## config.mk

```make
export PLATFORM = sky130hd
export DESIGN_NAME = alarm_clock_with_display_scan_unit
export DESIGN_NICKNAME = d
export VERILOG_FILES = /design/src/rtl/core/acds_pkg.sv /design/src/rtl/core/acds_front.sv /design/src/rtl/core/acds_queue.sv /design/src/rtl/core/acds_back.sv /design/src/rtl/core/alarm_clock_with_display_scan_unit.sv
export SDC_FILE = /design/constraint.sdc
export NUM_CORES = 1
export LEC_CHECK = 0
export BUFFER_PORTS_ARGS = -buffer_cell sky130_fd_sc_hd__buf_2
export CORE_MARGIN = 3
export CORE_UTILIZATION = 29
export CTS_CLUSTER_DIAMETER = 30
export CTS_CLUSTER_SIZE = 24
export DETAILED_ROUTE_END_ITERATION = 10
export PLACE_DENSITY = 0.44
export SLEW_MARGIN = 20
export SYNTH_ARGS = -nofsm -noshare
export SYNTH_HDL_FRONTEND = slang
export SYNTH_SLANG_ARGS = --single-unit
```

## constraint.sdc

```tcl
create_clock -name clk -period 4 [get_ports clk]
set_input_delay 0.6 -clock clk [delete_from_list [all_inputs] [get_ports clk]]
set_output_delay 0.6 -clock clk [all_outputs]
set_load 0.01 [all_outputs]
```

## src/rtl/core/acds_pkg.sv

```systemverilog
// ----------------------------------------------------------------------------
// acds_pkg
// Shared types, constants and helpers for the alarm clock with display scan.
// ----------------------------------------------------------------------------
package acds_pkg;

	// Function codes on the input channel
	localparam logic [1:0] FUNC_TICK    = 2'd0;
	localparam logic [1:0] FUNC_REFRESH = 2'd1;
	localparam logic [1:0] FUNC_BUTTON  = 2'd2;

	// Button bit positions
	localparam int BTN_MODE    = 0;
	localparam int BTN_CONFIRM = 1;
	localparam int BTN_HOUR    = 2;
	localparam int BTN_MINUTE  = 3;

	// Time limits
	localparam logic [5:0] SEC_PER_MIN   = 6'd60;
	localparam logic [5:0] MIN_PER_HOUR  = 6'd60;
	localparam logic [4:0] HOURS_PER_DAY = 5'd24;
	localparam logic [4:0] LAST_HOUR     = 5'd23;
	localparam logic [5:0] LAST_MIN      = 6'd59;
	localparam logic [5:0] LAST_SEC      = 6'd59;
	localparam logic [3:0] MAX_DIGIT     = 4'd9;

	// Reset values of the clock state
	localparam logic [4:0] RST_HOUR       = 5'd13;
	localparam logic [5:0] RST_MINUTE     = 6'd22;
	localparam logic [5:0] RST_SECOND     = 6'd30;
	localparam logic [4:0] RST_ALARM_HOUR = 5'd13;
	localparam logic [5:0] RST_ALARM_MIN  = 6'd23;

	// Event queue depth (power of two)
	localparam int QUEUE_DEPTH = 2;
	localparam int QPTR_W      = $clog2(QUEUE_DEPTH);
	localparam int QCNT_W      = $clog2(QUEUE_DEPTH + 1);

	typedef enum logic [1:0] {
		EV_TICK,
		EV_REFRESH,
		EV_BUTTON,
		EV_NONE
	} ev_kind_t;

	typedef struct packed {
		ev_kind_t   kind;
		logic [3:0] buttons;
	} ev_t;

	typedef struct packed {
		logic full;
		logic empty;
	} q_status_t;

	// Grid and segment words, one row per digit position
	localparam logic [23:0] SEG_TABLE [4][10] = '{
		'{24'h0101dd, 24'h010090, 24'h010156, 24'h010196, 24'h01009a,
		  24'h01018e, 24'h0101ce, 24'h010094, 24'h0101df, 24'h01019f},
		'{24'h0081fd, 24'h0080b0, 24'h008176, 24'h0081b6, 24'h0080ba,
		  24'h0081ae, 24'h0081ee, 24'h0080b4, 24'h0081ff, 24'h0081bf},
		'{24'h0005dd, 24'h000490, 24'h000556, 24'h000596, 24'h00049a,
		  24'h00058e, 24'h0005ce, 24'h000494, 24'h0005df, 24'h00059f},
		'{24'h0009dd, 24'h000890, 24'h000956, 24'h000996, 24'h00089a,
		  24'h00098e, 24'h0009ce, 24'h000894, 24'h0009df, 24'h00099f}
	};

	// Tens digit of a 6-bit value by compare chain
	function automatic logic [2:0] tens_of(input logic [5:0] v);
		logic [2:0] t;
		if (v >= 6'd60)      t = 3'd6;
		else if (v >= 6'd50) t = 3'd5;
		else if (v >= 6'd40) t = 3'd4;
		else if (v >= 6'd30) t = 3'd3;
		else if (v >= 6'd20) t = 3'd2;
		else if (v >= 6'd10) t = 3'd1;
		else                 t = 3'd0;
		return t;
	endfunction

	// Units digit of a 6-bit value
	function automatic logic [3:0] units_of(input logic [5:0] v);
		logic [5:0] r;
		r = v - 6'({3'd0, tens_of(v)} * 6'd10);
		return r[3:0];
	endfunction

	// Look up the word for one digit position, clamping the digit to nine
	function automatic logic [23:0] seg_word(input logic [1:0] phase,
	                                         input logic [3:0] digit);
		logic [3:0] d;
		d = (digit > MAX_DIGIT) ? MAX_DIGIT : digit;
		return SEG_TABLE[phase][d];
	endfunction

	// Add one and wrap at the modulus
	function automatic logic [5:0] bump(input logic [5:0] v, input logic [5:0] modulus);
		logic [6:0] s;
		s = {1'b0, v} + 7'd1;
		return (s >= {1'b0, modulus}) ? 6'd0 : s[5:0];
	endfunction

endpackage

```

## src/rtl/core/acds_front.sv

```systemverilog
// ----------------------------------------------------------------------------
// acds_front
// Input stage: accepts events, classifies the function code, feeds the queue.
// ----------------------------------------------------------------------------
module acds_front (
	input  logic                clk,
	input  logic                arst_n,
	input  logic                in_valid,
	output logic                in_stall,
	input  logic [1:0]          func,
	input  logic [3:0]          buttons_low,
	input  acds_pkg::q_status_t q_status,
	output logic                push,
	output acds_pkg::ev_t       push_ev
);
	import acds_pkg::*;

	logic valid_s1;
	ev_t  ev_s1;
	ev_t  ev_class;

	// Classify the function code
	always_comb begin
		ev_class.buttons = buttons_low;
		case (func)
			FUNC_TICK:    ev_class.kind = EV_TICK;
			FUNC_REFRESH: ev_class.kind = EV_REFRESH;
			FUNC_BUTTON:  ev_class.kind = EV_BUTTON;
			default:      ev_class.kind = EV_NONE;
		endcase
	end

	// Hold the stage while the queue is full
	assign in_stall = valid_s1 && q_status.full;
	assign push     = valid_s1 && !q_status.full;
	assign push_ev  = ev_s1;

	always_ff @(posedge clk or negedge arst_n) begin
		if (!arst_n) begin
			valid_s1 <= 1'b0;
		end else if (!in_stall) begin
			valid_s1 <= in_valid;
		end
	end

	always_ff @(posedge clk) begin
		if (in_valid && !in_stall) begin
			ev_s1 <= ev_class;
		end
	end

endmodule

```

## src/rtl/core/acds_queue.sv

```systemverilog
// ----------------------------------------------------------------------------
// acds_queue
// Short event queue between the input stage and the execute stage.
// ----------------------------------------------------------------------------
module acds_queue (
	input  logic                clk,
	input  logic                arst_n,
	input  logic                push,
	input  acds_pkg::ev_t       push_ev,
	input  logic                pop,
	output acds_pkg::ev_t       pop_ev,
	output acds_pkg::q_status_t q_status
);
	import acds_pkg::*;

	ev_t                 mem_q [QUEUE_DEPTH];
	logic [QPTR_W-1:0]   wr_ptr_q;
	logic [QPTR_W-1:0]   rd_ptr_q;
	logic [QCNT_W-1:0]   count_q;

	assign q_status.full  = (count_q == QCNT_W'(QUEUE_DEPTH));
	assign q_status.empty = (count_q == '0);
	assign pop_ev         = mem_q[rd_ptr_q];

	// Advance pointers and occupancy
	always_ff @(posedge clk or negedge arst_n) begin
		if (!arst_n) begin
			wr_ptr_q <= '0;
			rd_ptr_q <= '0;
			count_q  <= '0;
		end else begin
			if (push) begin
				wr_ptr_q <= wr_ptr_q + 1'b1;
			end
			if (pop) begin
				rd_ptr_q <= rd_ptr_q + 1'b1;
			end
			case ({push, pop})
				2'b10:   count_q <= count_q + 1'b1;
				2'b01:   count_q <= count_q - 1'b1;
				default: count_q <= count_q;
			endcase
		end
	end

	// Store the pushed event
	always_ff @(posedge clk) begin
		if (push) begin
			mem_q[wr_ptr_q] <= push_ev;
		end
	end

endmodule

```

## src/rtl/core/acds_back.sv

```systemverilog
// ----------------------------------------------------------------------------
// acds_back
// Execute stage: keeps time, alarm and display state, registers each result.
// ----------------------------------------------------------------------------
module acds_back (
	input  logic                clk,
	input  logic                arst_n,
	input  acds_pkg::q_status_t q_status,
	input  acds_pkg::ev_t       pop_ev,
	output logic                pop,
	output logic                out_valid,
	input  logic                out_stall,
	output logic [23:0]         segment_word,
	output logic                strobe_res,
	output logic                led_out,
	output logic                alarm_sound,
	output logic [4:0]          show_hours,
	output logic [5:0]          show_minutes,
	output logic [5:0]          show_seconds,
	output logic                setting_alarm,
	output logic                alarm_armed
);
	import acds_pkg::*;

	// Clock state
	logic [4:0] hour_q, alarm_hour_q;
	logic [5:0] min_q, sec_q, alarm_min_q;
	logic       half_q, edit_q, armed_q, lamps_q, led_q;
	logic [1:0] phase_q;

	// Next state
	logic [4:0]  nx_hour, nx_alarm_hour;
	logic [5:0]  nx_min, nx_sec, nx_alarm_min;
	logic        nx_half, nx_edit, nx_armed, nx_lamps, nx_led;
	logic [1:0]  nx_phase;
	logic [23:0] nx_word;
	logic        nx_strobe;
	logic [5:0]  disp_h, disp_m;
	logic [3:0]  digit;

	// Take the next event when the output register is free or draining
	assign pop = !q_status.empty && (!out_valid || !out_stall);

	always_comb begin
		nx_hour       = hour_q;
		nx_min        = min_q;
		nx_sec        = sec_q;
		nx_alarm_hour = alarm_hour_q;
		nx_alarm_min  = alarm_min_q;
		nx_half       = half_q;
		nx_edit       = edit_q;
		nx_armed      = armed_q;
		nx_lamps      = lamps_q;
		nx_led        = led_q;
		nx_phase      = phase_q;
		nx_word       = '0;
		nx_strobe     = 1'b0;
		disp_h        = edit_q ? {1'b0, alarm_hour_q} : {1'b0, hour_q};
		disp_m        = edit_q ? alarm_min_q : min_q;
		case (phase_q)
			2'd0:    digit = {1'b0, tens_of(disp_h)};
			2'd1:    digit = units_of(disp_h);
			2'd2:    digit = {1'b0, tens_of(disp_m)};
			default: digit = units_of(disp_m);
		endcase

		case (pop_ev.kind)
			// Half-second tick: count, carry, blink
			EV_TICK: begin
				nx_led  = armed_q;
				nx_half = ~half_q;
				nx_sec  = sec_q + 6'(half_q);
				if (edit_q) begin
					nx_lamps = ~lamps_q;
				end
				if (nx_sec >= SEC_PER_MIN) begin
					nx_sec = '0;
					nx_min = min_q + 6'd1;
				end
				if (nx_min >= MIN_PER_HOUR) begin
					nx_min  = '0;
					nx_hour = hour_q + 5'd1;
				end
				if (nx_hour >= HOURS_PER_DAY) begin
					nx_hour = '0;
				end
				if (nx_hour == LAST_HOUR && nx_min == LAST_MIN && nx_sec == LAST_SEC) begin
					nx_hour = '0;
					nx_min  = '0;
					nx_sec  = '0;
				end
			end
			// Refresh tick: strobe, and while lit emit one digit and advance the scan
			EV_REFRESH: begin
				nx_strobe = 1'b1;
				if (lamps_q) begin
					nx_word  = seg_word(phase_q, digit);
					nx_phase = phase_q + 2'd1;
				end
			end
			// Button change: mode, confirm, hour up, minute up in order
			EV_BUTTON: begin
				if (pop_ev.buttons[BTN_MODE]) begin
					if (armed_q) begin
						nx_armed = 1'b0;
						nx_edit  = 1'b0;
					end else begin
						nx_edit = 1'b1;
					end
				end
				if (pop_ev.buttons[BTN_CONFIRM] && nx_edit) begin
					nx_armed = 1'b1;
					nx_edit  = 1'b0;
					nx_lamps = 1'b1;
				end
				if (pop_ev.buttons[BTN_HOUR]) begin
					if (nx_edit) begin
						nx_alarm_hour = 5'(bump({1'b0, alarm_hour_q}, {1'b0, HOURS_PER_DAY}));
					end else begin
						nx_hour = 5'(bump({1'b0, hour_q}, {1'b0, HOURS_PER_DAY}));
					end
				end
				if (pop_ev.buttons[BTN_MINUTE]) begin
					if (nx_edit) begin
						nx_alarm_min = bump(alarm_min_q, MIN_PER_HOUR);
					end else begin
						nx_min = bump(min_q, MIN_PER_HOUR);
					end
				end
			end
			default: begin
			end
		endcase
	end

	// Update state on each executed event
	always_ff @(posedge clk or negedge arst_n) begin
		if (!arst_n) begin
			hour_q       <= RST_HOUR;
			min_q        <= RST_MINUTE;
			sec_q        <= RST_SECOND;
			alarm_hour_q <= RST_ALARM_HOUR;
			alarm_min_q  <= RST_ALARM_MIN;
			half_q       <= 1'b0;
			edit_q       <= 1'b0;
			armed_q      <= 1'b0;
			lamps_q      <= 1'b1;
			phase_q      <= 2'd0;
			led_q        <= 1'b0;
			out_valid    <= 1'b0;
		end else begin
			if (pop) begin
				hour_q       <= nx_hour;
				min_q        <= nx_min;
				sec_q        <= nx_sec;
				alarm_hour_q <= nx_alarm_hour;
				alarm_min_q  <= nx_alarm_min;
				half_q       <= nx_half;
				edit_q       <= nx_edit;
				armed_q      <= nx_armed;
				lamps_q      <= nx_lamps;
				phase_q      <= nx_phase;
				led_q        <= nx_led;
				out_valid    <= 1'b1;
			end else if (!out_stall) begin
				out_valid <= 1'b0;
			end
		end
	end

	// Register the result transfer
	always_ff @(posedge clk) begin
		if (pop) begin
			segment_word  <= nx_word;
			strobe_res    <= nx_strobe;
			led_out       <= nx_led;
			alarm_sound   <= nx_armed && !nx_edit && nx_hour == nx_alarm_hour &&
			                 nx_min == nx_alarm_min;
			show_hours    <= nx_hour;
			show_minutes  <= nx_min;
			show_seconds  <= nx_sec;
			setting_alarm <= nx_edit;
			alarm_armed   <= nx_armed;
		end
	end

endmodule

```

## src/rtl/core/alarm_clock_with_display_scan_unit.sv

```systemverilog
// ----------------------------------------------------------------------------
// alarm_clock_with_display_scan_unit
// 24-hour alarm clock with a four-digit multiplexed display word generator.
// ----------------------------------------------------------------------------
// Input channel (in_valid/in_stall) carries one event per transfer: func
// selects a half-second tick, a display refresh tick or a button change, and
// buttons_low holds the pressed buttons for a button change.
// Output channel (out_valid/out_stall) returns exactly one result per event:
// the digit word and strobe for a refresh tick, plus the time, alarm flags
// and lamp level after the event.
// After an input transfer the event is loaded into the input stage, then
// written into the event queue, then run by the execute stage, which loads
// the output register and raises out_valid. Throughput is one event per
// cycle while the receiver does not stall, set by the execute stage.
// When the receiver stalls, the output register holds its result, the
// two-entry queue fills, then the input stage holds and raises in_stall.
// Reset sets the clock to 13:22:30, the alarm to 13:23, disarmed, display
// lit and scanning from the hour-tens digit; all channels come up empty.
// ----------------------------------------------------------------------------
module alarm_clock_with_display_scan_unit (
	input  logic        clk,
	input  logic        arst_n,
	input  logic        in_valid,
	output logic        in_stall,
	input  logic [1:0]  func,
	input  logic [3:0]  buttons_low,
	output logic        out_valid,
	input  logic        out_stall,
	output logic [23:0] segment_word,
	output logic        strobe_res,
	output logic        led_out,
	output logic        alarm_sound,
	output logic [4:0]  show_hours,
	output logic [5:0]  show_minutes,
	output logic [5:0]  show_seconds,
	output logic        setting_alarm,
	output logic        alarm_armed
);
	import acds_pkg::*;

	q_status_t q_status;
	logic      push;
	logic      pop;
	ev_t       push_ev;
	ev_t       pop_ev;

	acds_front u_front (
		.clk        (clk),
		.arst_n     (arst_n),
		.in_valid   (in_valid),
		.in_stall   (in_stall),
		.func       (func),
		.buttons_low(buttons_low),
		.q_status   (q_status),
		.push       (push),
		.push_ev    (push_ev)
	);

	acds_queue u_queue (
		.clk     (clk),
		.arst_n  (arst_n),
		.push    (push),
		.push_ev (push_ev),
		.pop     (pop),
		.pop_ev  (pop_ev),
		.q_status(q_status)
	);

	acds_back u_back (
		.clk          (clk),
		.arst_n       (arst_n),
		.q_status     (q_status),
		.pop_ev       (pop_ev),
		.pop          (pop),
		.out_valid    (out_valid),
		.out_stall    (out_stall),
		.segment_word (segment_word),
		.strobe_res   (strobe_res),
		.led_out      (led_out),
		.alarm_sound  (alarm_sound),
		.show_hours   (show_hours),
		.show_minutes (show_minutes),
		.show_seconds (show_seconds),
		.setting_alarm(setting_alarm),
		.alarm_armed  (alarm_armed)
	);

	// Time fields stay in range
	a_time_range: assert property (@(posedge clk) disable iff (!arst_n)
		out_valid |-> (show_hours < HOURS_PER_DAY && show_minutes < MIN_PER_HOUR &&
		               show_seconds < SEC_PER_MIN))
		else $error("time field out of range");

	// Only a refresh result carries a digit word
	a_word_strobe: assert property (@(posedge clk) disable iff (!arst_n)
		(out_valid && !strobe_res) |-> (segment_word == '0))
		else $error("digit word without strobe");

	// No alarm while the alarm time is being edited
	a_quiet_edit: assert property (@(posedge clk) disable iff (!arst_n)
		(out_valid && setting_alarm) |-> !alarm_sound)
		else $error("alarm sounds while editing");

	// Queue is never both full and empty, and never pops when empty
	a_queue_sane: assert property (@(posedge clk) disable iff (!arst_n)
		!(q_status.full && q_status.empty) && !(pop && q_status.empty))
		else $error("queue status inconsistent");

endmodule
```

# After elaboration in Yosys (flattened, before gate mapping)
# Memories as Yosys holds them, arrays and structs flattened.
# Cells that the tools add are included.
classes:
  addsub: 14
  n_mul: 2
  div: 0
  magnitude_cmp: 22
  n_eq_ne: 17
  shift: 0
  n_mux: 74
  n_bitwise: 4
  reduce_logical: 28
op_table:
  columns: ["operator", "n"]
  rows:
  - ["$bmux W240 S2", 1]
  - ["$mux W240", 2]
  - ["$mux W6", 17]
  - ["$bmux W24 S4", 1]
  - ["$mux W5", 13]
  - ["$mux W24", 2]
  - ["$mux W3", 12]
  - ["$ge A6 B6 Y1 const B", 5]
  - ["$ge A6 B5 Y1 const B", 4]
  - ["$ge A5 B5 Y1 const B", 4]
  - ["$mux W1", 19]
  - ["$ge A5 B6 Y1 const B", 3]
  - ["$add A6 B1 Y7 const B", 2]
  - ["$ge A7 B6 Y1 const B", 2]
  - ["$add A5 B1 Y6 const B", 2]
  - ["$eq A6 B6 Y1 const B", 2]
  - ["$pmux W4 S3", 1]
  - ["$pmux W6 S2", 1]
  - ["$eq A2 B2 Y1 const B", 5]
  - ["$logic_and A1 B1 Y1", 10]
  - ["$pmux W5 S2", 1]
  - ["$eq A2 B1 Y1 const B", 4]
  - ["$logic_not A2 Y1", 4]
  - ["$sub A4 B4 Y4", 2]
  - ["other kinds (29)", 42]
totals:
  regBits: 93
  latch_bits: 0
  mem_bits_rw: 12
  mem_bits_ro: 0
  input_bits: 10
  out_inout_bits: 48
  wordCells: 189
  n_memories: 1
memory_table:
  columns: ["name", "words", "word_bits", "rd", "rd_clocked_by_memory_dff", "wr", "line", "source"]
  rows:
  - ["u_queue.mem_q", 2, 6, 1, 0, 1, "acds_queue.sv:16", "ev_t mem_q [QUEUE_DEPTH];"]

# Logic depth before layout (Yosys ltp)
logic_depth:
  word_depth: 18
  depth_mapped: 19
  ltp_nobuf: 17

# By module
# From an unflattened synthesis, not the netlist that was laid out.
unflattened:
  hier_cells: 748
  area_unflattened_um2: 6732.7
by_module_without_submodules:
  columns: ["module", "instances", "cells_per_inst", "area_each_um2", "seq_area_each_um2"]
  rows:
  - ["acds_back", 1, 700, 5873.1, 1944.4]
  - ["acds_queue", 1, 35, 619.3, 460.4]
  - ["acds_front", 1, 13, 240.2, 205.2]

# Worst setup path after synthesis
# Ideal clock, no wire load.
synth_timing:
  kind: "register to register"
  from: "register u_back.edit_q"
  to: "register u_back.segment_word[6], data pin"
  setup_time_ps: 261
  arrival_time_ps: 3570
  required_ps: 3739
  path_slack_ps: 168
  stages_incl_launch_ff: 18
  n_path_buf: 1
  synth_period_minus_slack_ps: 3832
  cell_sequence: "dfrtp_1 clkbuf_1 mux2_2 or2_2 o32ai_1 a41oi_1 nand2_1 ha_1 fa_1 nand2_1 o21ai_1 inv_1 nor2_1 o21a_1 ha_1 mux2_2 mux2i_1 nor2_1"
synth_via:
  elab_chain_len: 18
  word_cells_on_any_way: 39
  classes_between: "2 x add/sub; 2 x mul; 13 x order compare; 21 x mux; 1 x bitwise"
synth_rtl:
  columns: ["item", "line", "source"]
  rows:
  - ["from (decl)", "acds_back.sv:28", "logic half_q, edit_q, armed_q, lamps_q, led_q;"]
  - ["from (signal assigned)", "acds_back.sv:159", "edit_q <= nx_edit;"]
  - ["$mux W6 or $mux W5 (tied branches)", "acds_back.sv:59, acds_back.sv:58", null]
  - ["$ge A6 B4 Y1 or $ge A5 B4 Y1 (tied branches)", "acds_pkg.sv:76", "else if (v >= 6'd10) t = 3'd1;"]
  - ["$mux W1", "acds_pkg.sv:76", null]
  - ["$mux W3", "acds_pkg.sv:75", "else if (v >= 6'd20) t = 3'd2;"]
  - ["$mux W3", "acds_pkg.sv:74", "else if (v >= 6'd30) t = 3'd3;"]
  - ["$mux W3", "acds_pkg.sv:73", "else if (v >= 6'd40) t = 3'd4;"]
  - ["$mux W3", "acds_pkg.sv:72", "else if (v >= 6'd50) t = 3'd5;"]
  - ["$mux W3", "acds_pkg.sv:71", "if (v >= 6'd60) t = 3'd6;"]
  - ["$mux W3", "acds_back.sv:60", "case (phase_q)"]
  - ["$mul A3 B3 Y3", "acds_pkg.sv:84", "r = v - 6'({3'd0, tens_of(v)} * 6'd10);"]
  - ["$sub A4 B4 Y4", "acds_pkg.sv:84", null]
  - ["$pmux W4 S3 *", "acds_back.sv:60", null]
  - ["$gt A4 B4 Y1", "acds_pkg.sv:92", "d = (digit > MAX_DIGIT) ? MAX_DIGIT : digit;"]
  - ["$mux W4 *", "acds_pkg.sv:92", null]
  - ["$not A4 Y5 (implied by the code) *", "acds_pkg.sv:93", "return SEG_TABLE[phase][d];"]
  - ["$bmux W24 S4 *", "acds_pkg.sv:93", null]
  - ["$mux W24 (implied by the code) * (2 in a row)", "acds_pkg.sv:93", null]
  - ["to (signal assigned)", "acds_back.sv:174", "segment_word <= nx_word;"]
  - ["to (decl)", "acds_back.sv:13", "output logic [23:0] segment_word,"]
# Mark *: on every way between the ends. The rest lies on a longest branch, timed or not. The select of a mux whose other input is x is not followed.
# A chain may end at the register's enable or synchronous reset.

# Final worst setup path
# Ends and elaborated chain as after synthesis.

==> out/summary.txt <==
Status - finished, final reports clean
Slew @ Worst Pin - 927.5 ps
Clock Latency Late Sink - 370 ps
Clock Path Buffers - 2
Crit path arrival time - 3830 ps
DR vias/cell - 5.470
Worst flop-to-flop path endpoint - u_back.segment_word[6]
Post-DRT Antenna Nets - 0
Total negative setup slack - 0 ps
Post-DP HPWL - 15.41 mm
Largest family of logic cells by synthesized area - compound AO/OA/AOI/OAI gates
Register area - 2613 µm²
RSZ-0062 raised after global routing - no
Total Wirelength - 20.64 mm
Die width - 157.7 µm
Simple-gate portion of the synthesized area - 0.2056
Post-Synth Adder-Cell Area - 0.04986
Initial DRC Count - 439
Slew Limit Fails - 0
N_diodes - 0
Crit path cell chain - mux2_2 > maj3_1 > o21ai_0 > ha_1 > fa_1 > o21ai_0 > o21ai_1 > inv_1 > nor2_1 > o21a_1 > ha_1 > mux2_2 > mux2i_1 > nor2_1
MaxCap Viol Count - 0
Die Ht - 157.7 µm
Final setup vio count - 0
Final hold vios - 0
Multiplexer area fraction after synthesis - 0.05492
Worst endpoint required time - 4120 ps
Hold Crit Class - in -> async
RePlAce Congestion - 0.8848
Initial Utilization - 0.3003
Area growth syn-to-layout - 14.64%
First-pass GRT wire length - 32.31 mm
CP Max Fanout - 10
Max_slew headroom - 0.3817
Overflow after GRT - 0
Clk slew on worst S/H paths - 70 ps
FFs w/ async S/R, synth - 0.4409
Die Area - 24870 µm²
Yosys cell types - 82
Post-Synth XOR/XNOR Area - 0.03411
Dominant cell type by area after synthesis - edfxtp_1
Initial antenna violation count - 0
Post-CTS Setup Bufs - 0
Main synth FF type - edfxtp_1
Worst Path Buf+Inv - 1
Clock Tree Root - clkbuf_16
Total CTS buffers - 9
CP Launch Type - register
Largest net degree at the start of global routing - 36
Vias after detailed routing - 5891
Yosys warns - 0
Syn avg cell area - 8.996 µm²
Crit path largest cell delay - 500 ps
Nature of the critical path endpoint - register
GRT Resource Usage Total - 0.1684
Static Leak - 2.980 nW
Fmax - 269.0 MHz
CP max stage cell - dfrtp_2
Core ar. - 22230 µm²
CTS tree - done
Final core occ - 0.3443
I/O pin count - 58
Clk sinks - 93
Port bufs - 46
Drt pass-1 iters - 5
Cell family with most CP delay - adder cells
Synth top cells by count - nand2_1, edfxtp_1, a21oi_1, o21ai_0, nor2_1
DRC - 0
Post-synthesis compound-gate area fraction - 0.2124
Multi-input logic area - 3780 µm²
Sequential share of the synthesized area - 0.3910
Reg2reg start - u_back.edit_q
Period utilization - 0.9294
Wirelength per Cell - 19.16 µm
Syn Inst Count - 742
Nets - 825
Vias in the first global route - 5697
PwrDens - 875.0 nW/µm²
Peak VDD IR - 0.0003302 V
WS Path Type - reg -> reg
Reg2Reg Depth - 14
Post-layout min period - 3718 ps
Top-area cell type share of the netlist area - 0.2339
EDFF count, synth - 52
Final-layout fill cell count - 2280
Top-count cell post-synth - nand2_1
Share of layout cells above drive strength 1 - 0.2008
Yosys reg bits - 93
Mapped Area - 6675 µm²
FP Rows - 54
# H-tree levels - 3
Clk_skew - 12.14 ps
Reg-to-reg setup timing slack - 280 ps
Synth top area cells - edfxtp_1, dfrtp_1, dfstp_2
Worst-case hold slack - 361.4 ps
==> worst max path at each step <==
stage / start / cells past startpoint / to
floorplan: u_back.edit_q / 17 / u_back.segment_word[6]
global placement: u_queue.rd_ptr_q / 10 / u_back.alarm_sound
detailed placement: u_queue.rd_ptr_q / 10 / u_back.alarm_sound
CTS: u_back.edit_q / 14 / u_back.segment_word[6]
global route: u_back.half_q / 11 / u_back.alarm_sound
finish: u_back.edit_q / 14 / u_back.segment_word[6]
==> area by class of cell <==
| cell class | instances | share of cell area |
|---|---|---|
| Clock buffer | 9 | 0.02943 |
| Clock inverter | 7 | 0.009810 |
| Inverter | 19 | 0.009320 |
| Multi-Input combinational cell | 582 | 0.4940 |
| Sequential cell | 93 | 0.3414 |
| Tap cell | 280 | 0.04578 |
| Timing Repair Buffer | 87 | 0.07031 |
==> cell usage in the layout (no fill, tap or decap), types with 15 or more instances in the layout <==
cell and instances:
o21ai_0 48, mux2i_1 22, buf_2 46, and2_1 15, dfstp_2 18, ha_1 21, nand3_1 21, edfxtp_1 52
xnor2_1 18, nand2_1 96, nor2_1 47, a21oi_1 48, dfrtp_1 21, inv_1 18, buf_4 41
==> per-layer routing <==
| metal | GRT usage | wire, µm | vias up |
|---|---|---|---|
| li1 | - | - | 2827 |
| met1 | 0.2350 | 9404 | 2824 |
| met2 | 0.2664 | 9542 | 211 |
| met3 | 0.02324 | 1238 | 29 |
| met4 | 0.06240 | 450 | 0 |
| met5 | 0 | 0 | - |
==> cell families (layout without fill, tap and decap cells) <==
family	Yosys count	after routing
buffers and inverters	77	122
adders and majority gates	26	26
and+or+nand+nor	270	270
muxes	35	35
xor gates and xnor gates	26	26
AOI/OAI and AO/OA	214	214
other	1	11
DFF	93	93
==> state kept, by name (all words and copies together) (netlist names), 2 cells and up <==
signal,flops
u_back.min_q,6
u_back.segment_word,12
u_back.show_minutes,6
u_back.sec_q,6
u_back.show_seconds,6
u_back.alarm_hour_q,5
u_back.show_hours,5
u_back.alarm_min_q,6
u_front.push_ev,6
u_back.phase_q,2
u_queue.mem_q,12
u_queue.count_q,2
u_back.hour_q,5
==> metrics by stage <==
stage / worst slack [ps] / instances / cell area [µm²] / power, mW
global placement: -20.04 / 1061 / 7328 / 5.740
finish: 282.4 / 1077 / 7652 / 6.696
global route: 4.884 / 1077 / 7652 / 7.260
detailed placement: -7.181 / 1061 / 7328 / 5.790
CTS: 170.4 / 1077 / 7636 / 6.723
floorplan: 168.4 / 752 / 6713 / 4.477
==> worst register-to-register path, stage by stage (launching register included) <==
cell	delay, ps
dfrtp_2	500
mux2_2	400
maj3_1	330
o21ai_0	270
ha_1	240
fa_1	410
o21ai_0	170
o21ai_1	100
inv_1	120
nor2_1	50
o21a_1	230
ha_1	190
mux2_2	260
mux2i_1	140
nor2_1	50
==> power by group <==
part	leakage [nW]	switching (mW)	internal, mW	total [mW]
registers	0.973	0.348	1.51	1.86
clock network	0.144	0.460	0.443	0.903
logic	1.86	2.39	1.54	3.93
==> timing repair <==
action                                  in CTS  in global routing
resized for setup                            1                  5
hold buffers                                 0                  0
endpoints found under the setup margin       1                  3
cloned                                       0                  0
Note: power is estimated with default switching activity, not from simulation.
